$ cat src/sv/i2c_pot_write_master_macros.svh
`ifndef I2C_POT_WRITE_MASTER_MACROS_SVH
`define I2C_POT_WRITE_MASTER_MACROS_SVH

// Immediate implication on the same edge, expects clk and rst_n in scope
`define IPW_ASSERT_NOW(lbl, ante, cons, msg) \
  lbl: assert property (@(posedge clk) disable iff (!rst_n) (ante) |-> (cons)) else $error(msg);

// Implication on the following edge
`define IPW_ASSERT_NEXT(lbl, ante, cons, msg) \
  lbl: assert property (@(posedge clk) disable iff (!rst_n) (ante) |=> (cons)) else $error(msg);

`endif

$ cat src/sv/ipw_pkg.sv
package ipw_pkg;

  localparam int CHANNELS_DEF = 2;
  localparam int CNT_W        = 16;
  localparam int ADDR_W       = 8;
  localparam int TV_W         = 16;
  localparam int CFG_IDX_W    = 3;

  localparam logic [CNT_W-1:0]  START_TIME_RST = 16'd4700;
  localparam logic [CNT_W-1:0]  HIGH_TIME_RST  = 16'd4000;
  localparam logic [CNT_W-1:0]  LOW_TIME_RST   = 16'd3000;
  localparam logic [CNT_W-1:0]  SETUP_TIME_RST = 16'd1700;
  localparam logic [ADDR_W-1:0] DEV_ADDR_RST   = 8'h5E;
  localparam logic [7:0]        DATA_MAX       = 8'h7F;

  typedef enum logic [CFG_IDX_W-1:0] {
    CFG_START_TIME = 3'd0,
    CFG_HIGH_TIME  = 3'd1,
    CFG_LOW_TIME   = 3'd2,
    CFG_SETUP_TIME = 3'd3,
    CFG_DEV_ADDR   = 3'd4
  } cfg_idx_t;

  typedef enum logic [3:0] {
    PH_IDLE,
    PH_ST_A,
    PH_ST_B,
    PH_ST_C,
    PH_B_SU,
    PH_B_HI,
    PH_B_LO,
    PH_A_SU,
    PH_A_HI,
    PH_A_LO,
    PH_N_WAIT,
    PH_C_SU,
    PH_C_HI,
    PH_C_STOP
  } phase_t;

  typedef struct packed {
    logic [CNT_W-1:0]  start_time;
    logic [CNT_W-1:0]  high_time;
    logic [CNT_W-1:0]  low_time;
    logic [CNT_W-1:0]  setup_time;
    logic [ADDR_W-1:0] dev_addr;
  } cfg_t;

  typedef struct packed {
    logic            kind;
    logic            channel;
    logic [TV_W-1:0] target_value;
    logic            sda_in;
  } in_item_t;

  function automatic logic [7:0] clamp127(logic [TV_W-1:0] v);
    logic [7:0] r;
    r = (v > TV_W'(DATA_MAX)) ? DATA_MAX : v[7:0];
    return r;
  endfunction

endpackage

$ cat src/sv/ipw_if.sv
interface ipw_in_if;
  import ipw_pkg::*;
  logic            valid;
  logic            ready;
  logic            kind;
  logic            channel;
  logic [TV_W-1:0] target_value;
  logic            sda_in;

  modport source (output valid, kind, channel, target_value, sda_in, input ready);
  modport sink   (input valid, kind, channel, target_value, sda_in, output ready);
endinterface

interface ipw_out_if;
  logic valid;
  logic ready;
  logic scl;
  logic sda_level;
  logic sda_drive;
  logic active_channel;
  logic busy_res;
  logic nack_event;
  logic done_event;

  modport source (output valid, scl, sda_level, sda_drive, active_channel, busy_res,
                  nack_event, done_event, input ready);
  modport sink   (input valid, scl, sda_level, sda_drive, active_channel, busy_res,
                  nack_event, done_event, output ready);
endinterface

interface ipw_cfg_if;
  import ipw_pkg::*;
  logic                 valid;
  logic                 ready;
  logic [CFG_IDX_W-1:0] index;
  logic [CNT_W-1:0]     data;

  modport source (output valid, index, data, input ready);
  modport sink   (input valid, index, data, output ready);
endinterface

$ cat src/sv/ipw_cfg_regs.sv
module ipw_cfg_regs (
  input  logic          clk,
  input  logic          rst_n,
  ipw_cfg_if.sink       cfg_if,
  output ipw_pkg::cfg_t cfg
);
  import ipw_pkg::*;

  cfg_t cfg_r;

  assign cfg_if.ready = 1'b1;
  assign cfg          = cfg_r;

  always_ff @(posedge clk) begin
    if (!rst_n) begin
      cfg_r.start_time <= START_TIME_RST;
      cfg_r.high_time  <= HIGH_TIME_RST;
      cfg_r.low_time   <= LOW_TIME_RST;
      cfg_r.setup_time <= SETUP_TIME_RST;
      cfg_r.dev_addr   <= DEV_ADDR_RST;
    end else if (cfg_if.valid) begin
      case (cfg_if.index)
        CFG_START_TIME: cfg_r.start_time <= cfg_if.data;
        CFG_HIGH_TIME:  cfg_r.high_time  <= cfg_if.data;
        CFG_LOW_TIME:   cfg_r.low_time   <= cfg_if.data;
        CFG_SETUP_TIME: cfg_r.setup_time <= cfg_if.data;
        CFG_DEV_ADDR:   cfg_r.dev_addr   <= cfg_if.data[ADDR_W-1:0];
        default: ;
      endcase
    end
  end

endmodule

$ cat src/sv/ipw_in_stage.sv
module ipw_in_stage (
  input  logic              clk,
  input  logic              rst_n,
  ipw_in_if.sink            in_if,
  input  logic              take,
  output logic              item_valid,
  output ipw_pkg::in_item_t item
);
  import ipw_pkg::*;

  logic     valid_r;
  in_item_t item_r;

  assign in_if.ready = !valid_r || take;
  assign item_valid  = valid_r;
  assign item        = item_r;

  always_ff @(posedge clk) begin
    if (!rst_n) begin
      valid_r <= 1'b0;
    end else if (in_if.ready) begin
      valid_r <= in_if.valid;
    end
  end

  always_ff @(posedge clk) begin
    if (in_if.valid && in_if.ready) begin
      item_r.kind         <= in_if.kind;
      item_r.channel      <= in_if.channel;
      item_r.target_value <= in_if.target_value;
      item_r.sda_in       <= in_if.sda_in;
    end
  end

endmodule

$ cat src/sv/ipw_core.sv
module ipw_core #(
  parameter int CHANNELS = ipw_pkg::CHANNELS_DEF
) (
  input  logic              clk,
  input  logic              rst_n,
  input  ipw_pkg::cfg_t     cfg,
  input  logic              item_valid,
  input  ipw_pkg::in_item_t item,
  output logic              take,
  ipw_out_if.source         out_if
);
  import ipw_pkg::*;

  localparam int CH_W = (CHANNELS > 1) ? $clog2(CHANNELS) : 1;

  phase_t                 phase_r, phase_nxt;
  logic [CNT_W-1:0]       tick_r, tick_nxt;
  logic [2:0]             bit_r, bit_nxt;
  logic                   bsel_r, bsel_nxt;
  logic [7:0]             shift_r, shift_nxt;
  logic [7:0]             data_r, data_nxt;
  logic [CH_W-1:0]        cur_r, cur_nxt;
  logic [TV_W-1:0]        target_r [CHANNELS];
  logic [TV_W-1:0]        target_nxt [CHANNELS];
  logic [TV_W-1:0]        last_r [CHANNELS];
  logic [TV_W-1:0]        last_nxt [CHANNELS];
  logic [CHANNELS-1:0]    init_r, init_nxt;

  logic                   fire;
  logic [CNT_W-1:0]       len;
  logic [CNT_W:0]         tick_inc;
  logic                   nack, done;
  logic                   scl, lvl, drv;

  logic                   out_valid_r;
  logic                   scl_r, lvl_r, drv_r, chan_r, busy_r, nack_r, done_r;

  assign fire = item_valid && (!out_valid_r || out_if.ready);
  assign take = fire;

  always_comb begin
    case (phase_r)
      PH_ST_A:                                        len = cfg.start_time;
      PH_ST_B, PH_B_HI, PH_A_HI, PH_C_HI, PH_C_STOP: len = cfg.high_time;
      PH_ST_C, PH_B_LO, PH_A_LO:                      len = cfg.low_time;
      default:                                        len = cfg.setup_time;
    endcase
  end

  assign tick_inc = {1'b0, tick_r} + 1'b1;

  always_comb begin
    logic found;
    phase_nxt  = phase_r;
    tick_nxt   = tick_r;
    bit_nxt    = bit_r;
    bsel_nxt   = bsel_r;
    shift_nxt  = shift_r;
    data_nxt   = data_r;
    cur_nxt    = cur_r;
    target_nxt = target_r;
    last_nxt   = last_r;
    init_nxt   = init_r;
    nack       = 1'b0;
    done       = 1'b0;
    found      = 1'b0;

    if (item.kind) begin
      if (32'(item.channel) < CHANNELS) begin
        target_nxt[CH_W'(item.channel)] = item.target_value;
      end
    end else if (phase_r == PH_IDLE) begin
      for (int i = 0; i < CHANNELS; i++) begin
        if (!found && init_r[i]) begin
          found       = 1'b1;
          init_nxt[i] = 1'b0;
          cur_nxt     = CH_W'(i);
          data_nxt    = clamp127(last_r[i]);
        end
      end
      for (int i = 0; i < CHANNELS; i++) begin
        if (!found && (target_r[i] != last_r[i])) begin
          found       = 1'b1;
          last_nxt[i] = target_r[i];
          cur_nxt     = CH_W'(i);
          data_nxt    = clamp127(target_r[i]);
        end
      end
      if (found) begin
        bsel_nxt  = 1'b0;
        shift_nxt = cfg.dev_addr;
        bit_nxt   = '0;
        phase_nxt = PH_ST_A;
        tick_nxt  = '0;
      end
    end else if (phase_r == PH_A_HI && item.sda_in) begin
      nack      = 1'b1;
      phase_nxt = PH_N_WAIT;
      tick_nxt  = '0;
    end else begin
      tick_nxt = tick_inc[CNT_W-1:0];
      if (tick_inc >= {1'b0, len}) begin
        tick_nxt = '0;
        case (phase_r)
          PH_ST_A: phase_nxt = PH_ST_B;
          PH_ST_B: phase_nxt = PH_ST_C;
          PH_ST_C: begin
            bit_nxt   = '0;
            phase_nxt = PH_B_SU;
          end
          PH_B_SU: phase_nxt = PH_B_HI;
          PH_B_HI: phase_nxt = PH_B_LO;
          PH_B_LO: begin
            if (bit_r == 3'd7) begin
              phase_nxt = PH_A_SU;
            end else begin
              bit_nxt   = bit_r + 3'd1;
              phase_nxt = PH_B_SU;
            end
          end
          PH_A_SU: phase_nxt = PH_A_HI;
          PH_A_HI: phase_nxt = PH_A_LO;
          PH_A_LO: begin
            if (!bsel_r) begin
              bsel_nxt  = 1'b1;
              shift_nxt = data_r;
              bit_nxt   = '0;
              phase_nxt = PH_B_SU;
            end else begin
              phase_nxt = PH_C_SU;
            end
          end
          PH_N_WAIT: phase_nxt = PH_ST_A;
          PH_C_SU:   phase_nxt = PH_C_HI;
          PH_C_HI:   phase_nxt = PH_C_STOP;
          PH_C_STOP: begin
            done      = 1'b1;
            phase_nxt = PH_IDLE;
          end
          default: phase_nxt = PH_IDLE;
        endcase
      end
    end
  end

  always_comb begin
    scl = 1'b0;
    lvl = 1'b0;
    drv = 1'b1;
    case (phase_nxt)
      PH_IDLE:   lvl = 1'b1;
      PH_ST_A: begin
        scl = 1'b1;
        lvl = 1'b1;
      end
      PH_ST_B:   scl = 1'b1;
      PH_ST_C:   ;
      PH_B_SU, PH_B_LO: lvl = shift_nxt[3'd7 - bit_nxt];
      PH_B_HI: begin
        scl = 1'b1;
        lvl = shift_nxt[3'd7 - bit_nxt];
      end
      PH_A_HI: begin
        scl = 1'b1;
        drv = 1'b0;
      end
      PH_A_SU, PH_A_LO, PH_N_WAIT: drv = 1'b0;
      PH_C_SU:   ;
      PH_C_HI:   scl = 1'b1;
      PH_C_STOP: begin
        scl = 1'b1;
        lvl = 1'b1;
      end
      default: ;
    endcase
  end

  always_ff @(posedge clk) begin
    if (!rst_n) begin
      phase_r <= PH_IDLE;
      tick_r  <= '0;
      bit_r   <= '0;
      bsel_r  <= 1'b0;
      shift_r <= '0;
      data_r  <= '0;
      cur_r   <= '0;
      init_r  <= '1;
      for (int i = 0; i < CHANNELS; i++) begin
        target_r[i] <= '0;
        last_r[i]   <= '0;
      end
    end else if (fire) begin
      phase_r  <= phase_nxt;
      tick_r   <= tick_nxt;
      bit_r    <= bit_nxt;
      bsel_r   <= bsel_nxt;
      shift_r  <= shift_nxt;
      data_r   <= data_nxt;
      cur_r    <= cur_nxt;
      init_r   <= init_nxt;
      target_r <= target_nxt;
      last_r   <= last_nxt;
    end
  end

  always_ff @(posedge clk) begin
    if (!rst_n) begin
      out_valid_r <= 1'b0;
    end else if (fire) begin
      out_valid_r <= 1'b1;
    end else if (out_if.ready) begin
      out_valid_r <= 1'b0;
    end
  end

  always_ff @(posedge clk) begin
    if (fire) begin
      scl_r  <= scl;
      lvl_r  <= lvl;
      drv_r  <= drv;
      chan_r <= cur_nxt[0];
      busy_r <= (phase_nxt != PH_IDLE);
      nack_r <= nack;
      done_r <= done;
    end
  end

  assign out_if.valid          = out_valid_r;
  assign out_if.scl            = scl_r;
  assign out_if.sda_level      = lvl_r;
  assign out_if.sda_drive      = drv_r;
  assign out_if.active_channel = chan_r;
  assign out_if.busy_res       = busy_r;
  assign out_if.nack_event     = nack_r;
  assign out_if.done_event     = done_r;

endmodule

$ cat src/sv/i2c_pot_write_master.sv
// Each accepted item is held in the input register, then its result in the result register.
// Throughput: one item per cycle while the result side keeps up; a result not yet taken stalls the core.
// Reset (rst_n low, synchronous): timing registers take their defaults, the bus state goes
// idle (SDA high, SCL low, though the output line registers keep their values), all targets
// clear, and every channel is queued for a zero write on the first idle ticks after reset.
`include "i2c_pot_write_master_macros.svh"

module i2c_pot_write_master #(
  parameter int CHANNELS = ipw_pkg::CHANNELS_DEF
) (
  input  logic       clk,
  input  logic       rst_n,
  ipw_in_if.sink     in_if,
  ipw_out_if.source  out_if,
  ipw_cfg_if.sink    cfg_if
);
  import ipw_pkg::*;

  cfg_t     cfg;
  in_item_t item;
  logic     item_valid;
  logic     take;

  ipw_cfg_regs u_cfg (
    .clk    (clk),
    .rst_n  (rst_n),
    .cfg_if (cfg_if),
    .cfg    (cfg)
  );

  ipw_in_stage u_in (
    .clk        (clk),
    .rst_n      (rst_n),
    .in_if      (in_if),
    .take       (take),
    .item_valid (item_valid),
    .item       (item)
  );

  ipw_core #(
    .CHANNELS (CHANNELS)
  ) u_core (
    .clk        (clk),
    .rst_n      (rst_n),
    .cfg        (cfg),
    .item_valid (item_valid),
    .item       (item),
    .take       (take),
    .out_if     (out_if)
  );

  `IPW_ASSERT_NOW(a_nack_releases, out_if.valid && out_if.nack_event, !out_if.sda_drive, "nack without SDA release")
  `IPW_ASSERT_NOW(a_done_idle, out_if.valid && out_if.done_event, !out_if.busy_res, "stop done but still busy")
  `IPW_ASSERT_NOW(a_nack_busy, out_if.valid && out_if.nack_event, out_if.busy_res && out_if.scl == 1'b0, "nack outside a transfer")
  `IPW_ASSERT_NEXT(a_take_valid, take, out_if.valid, "item taken without a result")

endmodule

$ cat src/flat_wrapper.sv
// flat-port wrapper written by rule: the top's interface ports become plain ports
module i2c_pot_write_master_flat import ipw_pkg::*;
#(
  parameter int CHANNELS = ipw_pkg::CHANNELS_DEF
)
  (clk, rst_n, in_if_valid, in_if_kind, in_if_channel, in_if_target_value, in_if_sda_in, in_if_ready, out_if_valid, out_if_scl, out_if_sda_level, out_if_sda_drive, out_if_active_channel, out_if_busy_res, out_if_nack_event, out_if_done_event, out_if_ready, cfg_if_valid, cfg_if_index, cfg_if_data, cfg_if_ready);
  ipw_in_if in_if_i ();
  ipw_out_if out_if_i ();
  ipw_cfg_if cfg_if_i ();
  input  logic clk;
  input  logic rst_n;
  input wire logic [$bits(in_if_i.valid)-1:0] in_if_valid;
  input wire logic [$bits(in_if_i.kind)-1:0] in_if_kind;
  input wire logic [$bits(in_if_i.channel)-1:0] in_if_channel;
  input wire logic [$bits(in_if_i.target_value)-1:0] in_if_target_value;
  input wire logic [$bits(in_if_i.sda_in)-1:0] in_if_sda_in;
  output wire logic [$bits(in_if_i.ready)-1:0] in_if_ready;
  output wire logic [$bits(out_if_i.valid)-1:0] out_if_valid;
  output wire logic [$bits(out_if_i.scl)-1:0] out_if_scl;
  output wire logic [$bits(out_if_i.sda_level)-1:0] out_if_sda_level;
  output wire logic [$bits(out_if_i.sda_drive)-1:0] out_if_sda_drive;
  output wire logic [$bits(out_if_i.active_channel)-1:0] out_if_active_channel;
  output wire logic [$bits(out_if_i.busy_res)-1:0] out_if_busy_res;
  output wire logic [$bits(out_if_i.nack_event)-1:0] out_if_nack_event;
  output wire logic [$bits(out_if_i.done_event)-1:0] out_if_done_event;
  input wire logic [$bits(out_if_i.ready)-1:0] out_if_ready;
  input wire logic [$bits(cfg_if_i.valid)-1:0] cfg_if_valid;
  input wire logic [$bits(cfg_if_i.index)-1:0] cfg_if_index;
  input wire logic [$bits(cfg_if_i.data)-1:0] cfg_if_data;
  output wire logic [$bits(cfg_if_i.ready)-1:0] cfg_if_ready;
  assign in_if_i.valid = in_if_valid;
  assign in_if_i.kind = in_if_kind;
  assign in_if_i.channel = in_if_channel;
  assign in_if_i.target_value = in_if_target_value;
  assign in_if_i.sda_in = in_if_sda_in;
  assign in_if_ready = in_if_i.ready;
  assign out_if_valid = out_if_i.valid;
  assign out_if_scl = out_if_i.scl;
  assign out_if_sda_level = out_if_i.sda_level;
  assign out_if_sda_drive = out_if_i.sda_drive;
  assign out_if_active_channel = out_if_i.active_channel;
  assign out_if_busy_res = out_if_i.busy_res;
  assign out_if_nack_event = out_if_i.nack_event;
  assign out_if_done_event = out_if_i.done_event;
  assign out_if_i.ready = out_if_ready;
  assign cfg_if_i.valid = cfg_if_valid;
  assign cfg_if_i.index = cfg_if_index;
  assign cfg_if_i.data = cfg_if_data;
  assign cfg_if_ready = cfg_if_i.ready;
  i2c_pot_write_master #(.CHANNELS(CHANNELS)) u_core (.clk(clk), .rst_n(rst_n), .in_if(in_if_i), .out_if(out_if_i), .cfg_if(cfg_if_i));
endmodule
$ cat config.mk
export PLATFORM = sky130hd
export DESIGN_NAME = i2c_pot_write_master_flat
export DESIGN_NICKNAME = d
export VERILOG_FILES = /design/src/sv/ipw_pkg.sv /design/src/sv/ipw_if.sv /design/src/sv/ipw_cfg_regs.sv /design/src/sv/ipw_in_stage.sv /design/src/sv/ipw_core.sv /design/src/sv/i2c_pot_write_master.sv /design/src/flat_wrapper.sv
export VERILOG_INCLUDE_DIRS = /design/src /design/src/sv
export SDC_FILE = /design/constraint.sdc
export NUM_CORES = 1
export LEC_CHECK = 0
export BUFFER_PORTS_ARGS = -buffer_cell sky130_fd_sc_hd__buf_2
export CELL_PAD_IN_SITES_DETAIL_PLACEMENT = 1
export CELL_PAD_IN_SITES_GLOBAL_PLACEMENT = 2
export CORE_MARGIN = 1
export CORE_UTILIZATION = 37
export CTS_CLUSTER_DIAMETER = 200
export DETAILED_ROUTE_END_ITERATION = 16
export PLACE_DENSITY_LB_ADDON = 0.1
export SLEW_MARGIN = 20
export SYNTH_ARGS = -nofsm -noshare
export SYNTH_HDL_FRONTEND = slang
export SYNTH_SLANG_ARGS = --single-unit
$ cat constraint.sdc
create_clock -name clk -period 6.1 [get_ports clk]
set_input_delay 0.61 -clock clk [delete_from_list [all_inputs] [get_ports clk]]
set_output_delay 0.61 -clock clk [all_outputs]
set_load 0.005 [all_outputs]
==> run metrics, run 1 <==
Post-CTS Setup Inserts 0; required time of the worst setup path 6.48 ns; via/cell ratio 5.46; clk_lat worst skew 0.54 ns; Initial Util 38.0%; Fin. Hold Viols 0; Syn Area/Cell 8.19 sq um; post-synthesis cell type count 69; Pleak 4.12 nW; I/O pin count 53; Yosys warning count 0; layout cells sized above 1 8.94%; synthesized flop and latch total 207; Slowest cell on crit path or3_1; Iter 0 DRT Violations 571; final WL just under 30000 microns; Clock Tree Buf Depth 3; core footprint 0.0253 sq mm; Worst setup EP type register; gr usage total a little under a quarter; Synth Cell Area a little under 0.01 sq mm; Max Fclk 192 MHz; CTS clk-pin slew, worst paths 0.06 ns; first-pass GRT wire length 47200 microns; Syn Nets 1235; Vias 8395; root buffer cell clkbuf_16; chip height roughly 160 microns; post_cts resized 0; H-tree lvl count 1; Area contributors post-synth dfxtp_1 38%, nand2_1 12%, edfxtp_1 8.1%; maxcap violations 0; gr ovfl total 0; RD Place Congestion 0.813; CTS hold repair buffers 0; ANT cells 0; total CTS buffers 25; Seq/Total Area, Yosys between 40% and 50%; DIE AREA about 0.027 sq mm; CP startpoint kind register; Pins Over Slew Limit 0; post-route antenna net violation count 0; dominant cell type by area after synthesis dfxtp_1; clk sinks approximately 210; peak supply drop 230 uV; Residual DRC 0; Worst Skew between 0.01 and 0.015 ns; critical-path cell list nor2b_1 -> nand2_1 -> o21ai_1 -> buf_4 -> or3_1 -> o21ai_0 -> ha_1 -> nand4_1 -> nor4_1 -> nor3_1 -> o221ai_1 -> a21oi_1 -> a32oi_1 -> a21oi_1 -> a311o_1 -> a31oi_1; setup TNS 0 ns; Tmin final 5.20 ns; Crit Path Max Fanout 28; DR pass1 iterations 5; area growth from synthesis to layout 12.6%; most frequent CP cell a21oi_1; overall power between 3 and 4 mW; wire per inst 19.3 microns; synthesized instance count about 1.2k; area share of the largest cell type after synthesis a little under two fifths; Slew headroom 27.1%; Post-synth EDFFs 26; Largest stage delay, worst path between 0.6 and 0.7 ns; Worst Hold Class primary input to register; largest net degree at the start of global routing 62; die width 163 microns; port buffer count between 50 and 60; Async SR Flop Fraction 0%; antenna violations before repair 0; Nets 1251; worst setup path class register to register; Pwr per Cell Area 288 mW/mm^2; final cycle utilization of the critical path 85.2%; CTS tree built; unrepaired setup endpoints after global routing no; final setup fails 0; vias in the first global route 8432; ys flop type dfxtp_1; DP Wirelength 20500 microns; Slew @ Worst Pin 1.09 ns; Row Count 58; status complete, no violations; CP arrival 5.58 ns
[metrics by stage]
stage	area (sq um)	util, %	instances	hold WS [ns]	worst slack (ns)
final	10800	42.8	1538	0.245	0.900
after global routing	10800	42.8	1538	0.228	0.401
after CTS	10800	42.7	1538	0.223	0.961
after detailed placement	10100	39.8	1493	0.449	0.974
after global placement	10100	39.8	1493	0.441	1.06
after floorplan	9610	-	1174	0.433	1.66
[state kept, by name, summed over array words and instances, names as in the netlist, 2 cells and up]
signal,cells
u_core.u_cfg.cfg,72
u_core.u_core.bit_r,3
u_core.u_core.data_r,8
u_core.u_core.init_r,2
u_core.u_core.last_r,32
u_core.u_core.phase_r,4
u_core.u_core.shift_r,8
u_core.u_core.target_r,32
u_core.u_core.tick_r,16
u_core.u_in.item,19
[placed cells by master, fill, tap and decap left out, types with 13 or more instances in the layout]
cell       instances
a222oi_1          16
clkbuf_1          16
clkbuf_16         25
xor2_1            38
a21oi_1           91
nor4_1            13
a21boi_0          50
ha_1              18
nor2_1            79
nand3_1           50
a22oi_1           19
nor3_1            17
dfxtp_1          181
edfxtp_1          26
o21ai_0           29
buf_2             51
nand2_1          317
[cells in the mapped netlist, types with 13 or more instances]
master and instances:
a21boi_0 50, a21oi_1 91, a222oi_1 16, a22oi_1 19
clkbuf_1 67, dfxtp_1 181, edfxtp_1 26, ha_1 18
nand2_1 317, nand3_1 50, nor2_1 80, nor3_1 17
nor4_1 13, o21ai_0 29, xor2_1 38
[logic make-up after synthesis]
family	Yosys count	share of synthesized area [%]
AO/OA/AOI/OAI	278	19.5
XOR/XNOR	47	4.28
adder cells (fa/ha/maj)	19	2.45
buffers and inverters	81	3.25
flip-flops	207	45.8
multiplexers	1	0.104
other	1	0.0390
AND/OR/NAND/NOR	540	24.6
[critical path: cells and delay by family (launching register included)]
kind	cells	cell delay, ns
AO/OA/AOI/OAI	8	2.14
adder cells (fa/ha/maj)	1	0.35
buffers and inverters	1	0.29
flip-flops	1	0.57
AND/OR/NAND/NOR	6	1.69
[metal layers]
metal | global-route usage, % | share of wire (%) | vias to the layer above | wire length [microns]
met4 | 3.91 | 1.4 | 0 | 403
met2 | 36.0 | 45 | 127 | 13300
met3 | 2.59 | 3.5 | 29 | 1030
met5 | 0 | 0 | - | 0
li1 | - | - | 4156 | -
met1 | 32.7 | 50 | 4083 | 14900
[area by class of cell]
cell class / instances / area [sq um]
repair buffers: 61 / 330
inverters: 9 / 35.0
clock inverters: 1 / 20.0
well taps: 330 / 413
fillers: 3065 / 14500
multi-input cells: 886 / 4900
clock buffers: 44 / 727
flip-flops and latches: 207 / 4400
[final timing paths]
path                                          from                                           end  slack (ns)  depth (start not counted)
max reg2reg  u_core.u_core.phase_r[0]$_SDFFE_PN0P_  u_core.u_core.out_if.sda_level$_SDFFCE_PN0P_        0.90                         16
min reg2reg      u_core.u_cfg.cfg[56]$_SDFFE_PN0P_             u_core.u_cfg.cfg[56]$_SDFFE_PN0P_        0.45                          2
min                                  in_if_channel                u_core.u_in.item[17]$_DFFE_PP_        0.24                          1
max          u_core.u_core.phase_r[0]$_SDFFE_PN0P_  u_core.u_core.out_if.sda_level$_SDFFCE_PN0P_        0.90                         16
[power breakdown]
group	switching [mW]	leakage [nW]	total, mW	internal (mW)
combinational	0.192	2.05	0.287	0.0952
clock	0.577	0.358	1.38	0.803
sequential	0.0345	1.72	1.45	1.42
Note: power is estimated with default switching activity, not from simulation.
==> run 2, diff against run 1 <==
==> constraint.sdc (replaced) <==
create_clock -name clk -period 6.1 [get_ports clk]
set_input_delay 1.525 -clock clk [delete_from_list [all_inputs] [get_ports clk]]
set_output_delay 1.525 -clock clk [all_outputs]
set_load 0.005 [all_outputs]
==> run 2 against run 1 <==
Compared with the run above:
- critical path depth unchanged
- register-to-register slack better by 0.03 ns
- design area up 0.53%
- count of clock-buffer cells in the layout down 6
- fmax grew 0.54%
- global-route usage about the same
==> run metrics, run 2 (same netlist as run 1, synthesis figures left out) <==
dpl ws 0.945 ns (was 0.974 ns); sw frac 26.0% (was 25.7%); ANT cells 0 (unchanged); CTS tree built (unchanged); overall power 3.17 mW (was 3.12 mW); Clk network pwr share 45.1% (was 44.2%); Largest stage delay, worst path 0.65 ns (was 0.62 ns); total CTS buffers 25 (unchanged); post-route antenna net violation count 0 (unchanged); maxcap violations 0 (unchanged); root buffer cell clkbuf_16 (unchanged); Vias 8277 (was 8395); setup TNS 0 ns (unchanged); port buffer count 51 (unchanged); most frequent CP cell a21oi_1 (unchanged); post_cts resized 0 (unchanged); routed wl met3 935 microns (was 1030 microns); DR WL met2 13000 microns (was 13300 microns); Post-CTS Setup Inserts 0 (unchanged); most common cell after layout, fill and taps aside nand2_1 (unchanged); Crit Path Max Fanout 28 (unchanged); Pwr per Cell Area 291 mW/mm^2 (was 288 mW/mm^2); wire per inst 19.0 microns (was 19.3 microns); critical-path cell list nor2b_1 -> nand2_1 -> o21ai_1 -> buf_4 -> or3_1 -> o21ai_0 -> ha_1 -> nand4_1 -> nor4_1 -> nor3_1 -> o221ai_1 -> a21oi_1 -> a32oi_1 -> a21oi_1 -> a311o_1 -> a31oi_1 (unchanged); Pint 2.35 mW (was 2.32 mW); CTS clk-pin slew, worst paths 0.06 ns (about the same); unrepaired setup endpoints after global routing no (unchanged); via/cell ratio 5.37 (was 5.46); DIE AREA 0.0266 sq mm (unchanged); Row Count 58 (unchanged); antenna violations before repair 0 (unchanged); wl on met1 14900 microns (about the same); Initial Util 38.0% (unchanged); area growth from synthesis to layout 13.2% (was 12.6%); final WL 29300 microns (was 29600 microns); Fin. Hold Viols 0 (unchanged); H-tree lvl count 1 (unchanged); required time of the worst setup path 6.48 ns (about the same); clk_lat worst skew 0.53 ns (was 0.54 ns); Pleak 4.17 nW (was 4.12 nW); layout cells sized above 1 9.66% (was 8.94%); CP arrival 5.55 ns (was 5.58 ns); Worst setup EP type register (unchanged); DR pass1 iterations 6 (was 5); Worst Hold Class register to register (was primary input to register); Slowest cell on crit path or3_1 (unchanged); Slew @ Worst Pin 1.07 ns (was 1.09 ns); most frequent cells in the layout 317 x nand2_1, 181 x dfxtp_1, 91 x a21oi_1 (unchanged); die width 163 microns (unchanged); clk sinks 207 (unchanged); DP Wirelength 20500 microns (about the same); largest net degree at the start of global routing 58 (was 62); I/O pin count 53 (unchanged); peak supply drop 214 uV (was 230 uV); max FFs per register 72 (unchanged); Slew headroom 28.3% (was 27.1%); share of total power in combinational logic 9.1% (was 9.2%); sequential power share 45.8% (was 46.6%); chip height 163 microns (unchanged); gr usage total 22.6% (was 22.5%); Clock Tree Buf Depth 3 (unchanged); RD Place Congestion 0.812 (was 0.813); Tmin final 5.17 ns (was 5.20 ns); setup ws final 0.928 ns (was 0.900 ns); worst setup path class register to register (unchanged); Worst Skew 0.0142 ns (was 0.0101 ns); final setup fails 0 (unchanged); Pins Over Slew Limit 0 (unchanged); switching power of the nets 824 uW (was 803 uW); gr ovfl total 0 (unchanged); Residual DRC 0 (unchanged); Nets 1253 (was 1251); status complete, no violations (unchanged); first-pass GRT wire length 47000 microns (was 47200 microns); CTS hold repair buffers 0 (unchanged); CP startpoint kind register (unchanged); vias in the first global route 8277 (was 8432); Max Fclk 193 MHz (was 192 MHz); Top Layer Used met4 (unchanged); final cycle utilization of the critical path 84.8% (was 85.2%); Iter 0 DRT Violations 595 (was 571); core footprint 0.0253 sq mm (unchanged)
run 2: final timing paths:
| check | start | endpoint | slack [ns] | depth (start not counted) |
|---|---|---|---|---|
| worst min-delay path | u_core.u_cfg.cfg[11]$_SDFFE_PN0P_ | u_core.u_cfg.cfg[11]$_SDFFE_PN0P_ | 0.46 | 2 |
| worst max register to register | u_core.u_core.phase_r[0]$_SDFFE_PN0P_ | u_core.u_core.out_if.sda_level$_SDFFCE_PN0P_ | 0.93 | 16 |
| worst max-delay path | u_core.u_core.phase_r[0]$_SDFFE_PN0P_ | u_core.u_core.out_if.sda_level$_SDFFCE_PN0P_ | 0.93 | 16 |
| worst min register to register | u_core.u_cfg.cfg[11]$_SDFFE_PN0P_ | u_core.u_cfg.cfg[11]$_SDFFE_PN0P_ | 0.46 | 2 |
run 2: cell type report:
class | count | area, sq um
clock buffer | 38 | 734
clock inverter | 8 | 55.1
fill | 3080 | 14400
inverter | 9 | 35.0
multi-input combinational | 886 | 4900
sequential | 207 | 4400
tap | 330 | 413
timing repair buffer | 63 | 345
run 2: metrics by stage:
step	instance area [sq um]	util [%]	cells	hold WS (ns)
final	10900	43.0	1541	0.456
after floorplan	9610	-	1174	0.433
after detailed placement	10100	39.9	1495	0.449
after global routing	10900	43.0	1541	0.482
after CTS	10900	43.0	1541	0.457
after global placement	10100	39.9	1495	0.442
run 2: power groups by stage:
stage | registers (mW) | logic [mW] | clock network (mW)
4_1_cts | 1.45 | 0.290 | 1.46
2_1_floorplan | 1.46 | 0.197 | 0
3_3_place_gp | 1.48 | 0.282 | 0
5_1_grt | 1.46 | 0.326 | 1.52
3_5_place_dp | 1.48 | 0.289 | 0
6_report | 1.45 | 0.288 | 1.43
run 2: worst max-delay path: cells and delay by family, from the launching register on:
family / cells / cell delay [ns]
AND/OR/NAND/NOR: 6 / 1.74
AO/OA/AOI/OAI: 8 / 2.06
adder cells (fa/ha/maj): 1 / 0.36
buffers and inverters: 1 / 0.27
flip-flops: 1 / 0.57
run 2: layer usage:
layer,global-route usage (%),vias to the layer above
li1,-,4155
met1,32.7,3980
met2,36.1,117
met3,2.39,25
met4,4.12,0
met5,0,-
==> run 3, diff against run 2 <==
==> constraint.sdc (replaced) <==
create_clock -name clk -period 4.9 [get_ports clk]
set_input_delay 1.225 -clock clk [delete_from_list [all_inputs] [get_ports clk]]
set_output_delay 1.225 -clock clk [all_outputs]
set_load 0.005 [all_outputs]
==> run 3 against run 2 <==
Compared with the run above:
- first-iteration DRC count is 12% higher
- non-clock buffer count rose by 12
- worst setup slack got worse by 0.66 ns
- power grew 28%
- critical path depth increased by 2
- design area grew 1.8%
- worst hold slack got worse by 0.0020 ns
- cell count rose by 0.65%
==> run metrics, run 3 (same netlist as run 1, synthesis figures left out) <==
status complete, no violations (unchanged); Residual DRC 0 (unchanged); Vias 8475 (was 8277); Clk network pwr share 46.2% (was 45.1%); sequential power share 44.3% (was 45.8%); RD Place Congestion 0.810 (was 0.812); sw frac 25.6% (was 26.0%); final instance area 0.0111 sq mm (was 0.0109 sq mm); fillers 3029 (was 3080); crit path launch u_core.u_core.phase_r[2]$_SDFFE_PN0P_ (was u_core.u_core.phase_r[0]$_SDFFE_PN0P_); final cycle utilization of the critical path 94.6% (was 84.8%); CTS clk-pin slew, worst paths 0.07 ns (was 0.06 ns); clk sinks 207 (unchanged); Worst setup EP type register (unchanged); placed cell count 1507 (was 1495); sequential cell area 0.00440 sq mm (unchanged); switching power of the nets 1.04 mW (was 824 uW); Tmin final 4.64 ns (was 5.17 ns); I/O pin count 53 (unchanged); setup TNS 0 ns (unchanged); via/cell ratio 5.46 (was 5.37); Nets 1264 (was 1253); Pint 3.03 mW (was 2.35 mW); Pins Over Slew Limit 0 (unchanged); final WL 30100 microns (was 29300 microns); peak supply drop 220 uV (was 214 uV); layout cells sized above 1 10.9% (was 9.66%); setup ws final 0.264 ns (was 0.928 ns); Placed Area 0.0102 sq mm (was 0.0101 sq mm); die width 163 microns (unchanged); Row Count 58 (unchanged); reg2reg end u_core.u_core.out_if.scl$_DFFE_PP_ (was u_core.u_core.out_if.sda_level$_SDFFCE_PN0P_); Reg-to-Reg Start u_core.u_core.phase_r[2]$_SDFFE_PN0P_ (was u_core.u_core.phase_r[0]$_SDFFE_PN0P_); largest net degree at the start of global routing 81 (was 58); ANT cells 0 (unchanged); port buffer count 51 (unchanged); CTS hold repair buffers 0 (unchanged); first-pass GRT wire length 47600 microns (was 47000 microns); Worst Skew 0.0140 ns (was 0.0142 ns); Max Fclk 216 MHz (was 193 MHz); CP startpoint kind register (unchanged); overall power 4.07 mW (was 3.17 mW); H-tree lvl count 1 (unchanged); Iter 0 DRT Violations 669 (was 595); root buffer cell clkbuf_16 (unchanged); required time of the worst setup path 5.20 ns (was 6.48 ns); Post-Layout Cell Count 1551 (was 1541); CTS tree built (unchanged); gr ovfl total 0 (unchanged); Clock Tree Buf Depth 3 (unchanged); dpl ws -0.0129 ns (was 0.945 ns); DR pass1 iterations 6 (unchanged); worst setup path class register to register (unchanged); share of total power in combinational logic 9.5% (was 9.1%); area of the multi-input gates 0.00495 sq mm (was 0.00490 sq mm); Fin. Hold Viols 0 (unchanged); core footprint 0.0253 sq mm (unchanged); Pwr per Cell Area 367 mW/mm^2 (was 291 mW/mm^2); total CTS buffers 24 (was 25); maxcap violations 0 (unchanged); Post-CTS Setup Inserts 0 (unchanged); Slew @ Worst Pin 1.02 ns (was 1.07 ns); wire per inst 19.4 microns (was 19.0 microns); R2R Setup Slk 0.26 ns (was 0.93 ns); Setup crit end u_core.u_core.out_if.scl$_DFFE_PP_ (was u_core.u_core.out_if.sda_level$_SDFFCE_PN0P_); gr usage total 22.9% (was 22.6%); Initial Util 38.0% (unchanged); Pleak 4.26 nW (was 4.17 nW); post-route antenna net violation count 0 (unchanged); chip height 163 microns (unchanged); clk_lat worst skew 0.54 ns (was 0.53 ns); final setup fails 0 (unchanged); DP Wirelength 20800 microns (was 20500 microns); worst reg-to-reg path cell count 18 (was 16); most frequent cells in the layout 317 x nand2_1, 181 x dfxtp_1, 91 x a21oi_1 (unchanged); antenna violations before repair 0 (unchanged); CP arrival 4.93 ns (was 5.55 ns); Slew headroom 31.7% (was 28.3%); area growth from synthesis to layout 15.2% (was 13.2%); Crit Path Max Fanout 17 (was 28); most common cell after layout, fill and taps aside nand2_1 (unchanged); vias in the first global route 8366 (was 8277); Worst Hold Class register to register (unchanged); DIE AREA 0.0266 sq mm (unchanged); max FFs per register 72 (unchanged)
==> run 3: worst min path at each step <==
stage | from | endpoint | slack [ns] | cells after the start
after global placement | u_core.u_cfg.cfg[9]$_SDFFE_PN0P_ | u_core.u_cfg.cfg[9]$_SDFFE_PN0P_ | 0.44 | 2
after CTS | u_core.u_cfg.cfg[9]$_SDFFE_PN0P_ | u_core.u_cfg.cfg[9]$_SDFFE_PN0P_ | 0.45 | 2
final | u_core.u_cfg.cfg[9]$_SDFFE_PN0P_ | u_core.u_cfg.cfg[9]$_SDFFE_PN0P_ | 0.45 | 2
after global routing | u_core.u_cfg.cfg[8]$_SDFFE_PN0P_ | u_core.u_cfg.cfg[8]$_SDFFE_PN0P_ | 0.47 | 2
after detailed placement | u_core.u_cfg.cfg[9]$_SDFFE_PN0P_ | u_core.u_cfg.cfg[9]$_SDFFE_PN0P_ | 0.44 | 2
after floorplan | u_core.u_cfg.cfg[11]$_SDFFE_PN0P_ | u_core.u_cfg.cfg[11]$_SDFFE_PN0P_ | 0.43 | 2
==> run 3: power groups by stage <==
stage          Sequential [mW]  Clock (mW)  Combinational (mW)
6_report                  1.80        1.88               0.385
5_1_grt                   1.81        1.98               0.431
4_1_cts                   1.80        1.92               0.381
3_5_place_dp              1.84           0               0.380
3_3_place_gp              1.84           0               0.372
2_1_floorplan             1.82           0               0.245
==> run 3: cell type report <==
type                            instances  area share [%]
Multi-Input combinational cell        886            44.7
Sequential cell                       207            39.8
Clock buffer                           33            6.10
Timing Repair Buffer                   75            4.08
Tap cell                              330            3.73
Clock inverter                         11            1.38
Inverter                                9           0.316
==> run 3: repair_timing <==
| item | 4_1_cts | 5_1_grt |
|---|---|---|
| pin swaps | 0 | 1 |
| setup endpoints to repair | 1 | 6 |
| endpoints found under the hold margin | 0 | 0 |
| resized for setup | 1 | 9 |
==> run 3: worst max-delay path, cell delays in order (launching register included) <==
cell       delay (ns)
dfxtp_1          0.36
nor2b_1          0.17
nand3b_1         0.15
o21ai_1          0.19
buf_6            0.22
a222oi_1         0.65
nand2_1          0.10
o21ai_0          0.11
ha_1             0.27
a21oi_1          0.16
o21ai_1          0.14
a2111oi_4        0.49
o211ai_1         0.21
a31o_1           0.27
a21oi_1          0.22
buf_4            0.19
and2_1           0.19
nor3_1           0.07
a31o_2           0.22
==> run 3: per-stage QoR <==
step | hold WS (ns) | utilization, %
finish | 0.454 | 43.7
global route | 0.470 | 43.7
CTS | 0.453 | 43.5
detailed placement | 0.445 | 40.3
global placement | 0.441 | 40.3
floorplan | 0.433 | -
==> run 3: routing by layer <==
metal	wire length, microns	part of all wire, %	vias up	global-route usage (%)
li1	-	-	4189	-
met1	15000	50	4109	33.6
met2	13500	45	143	35.9
met3	1210	4.0	34	2.44
met4	478	1.6	0	4.55
met5	0	0	-	0
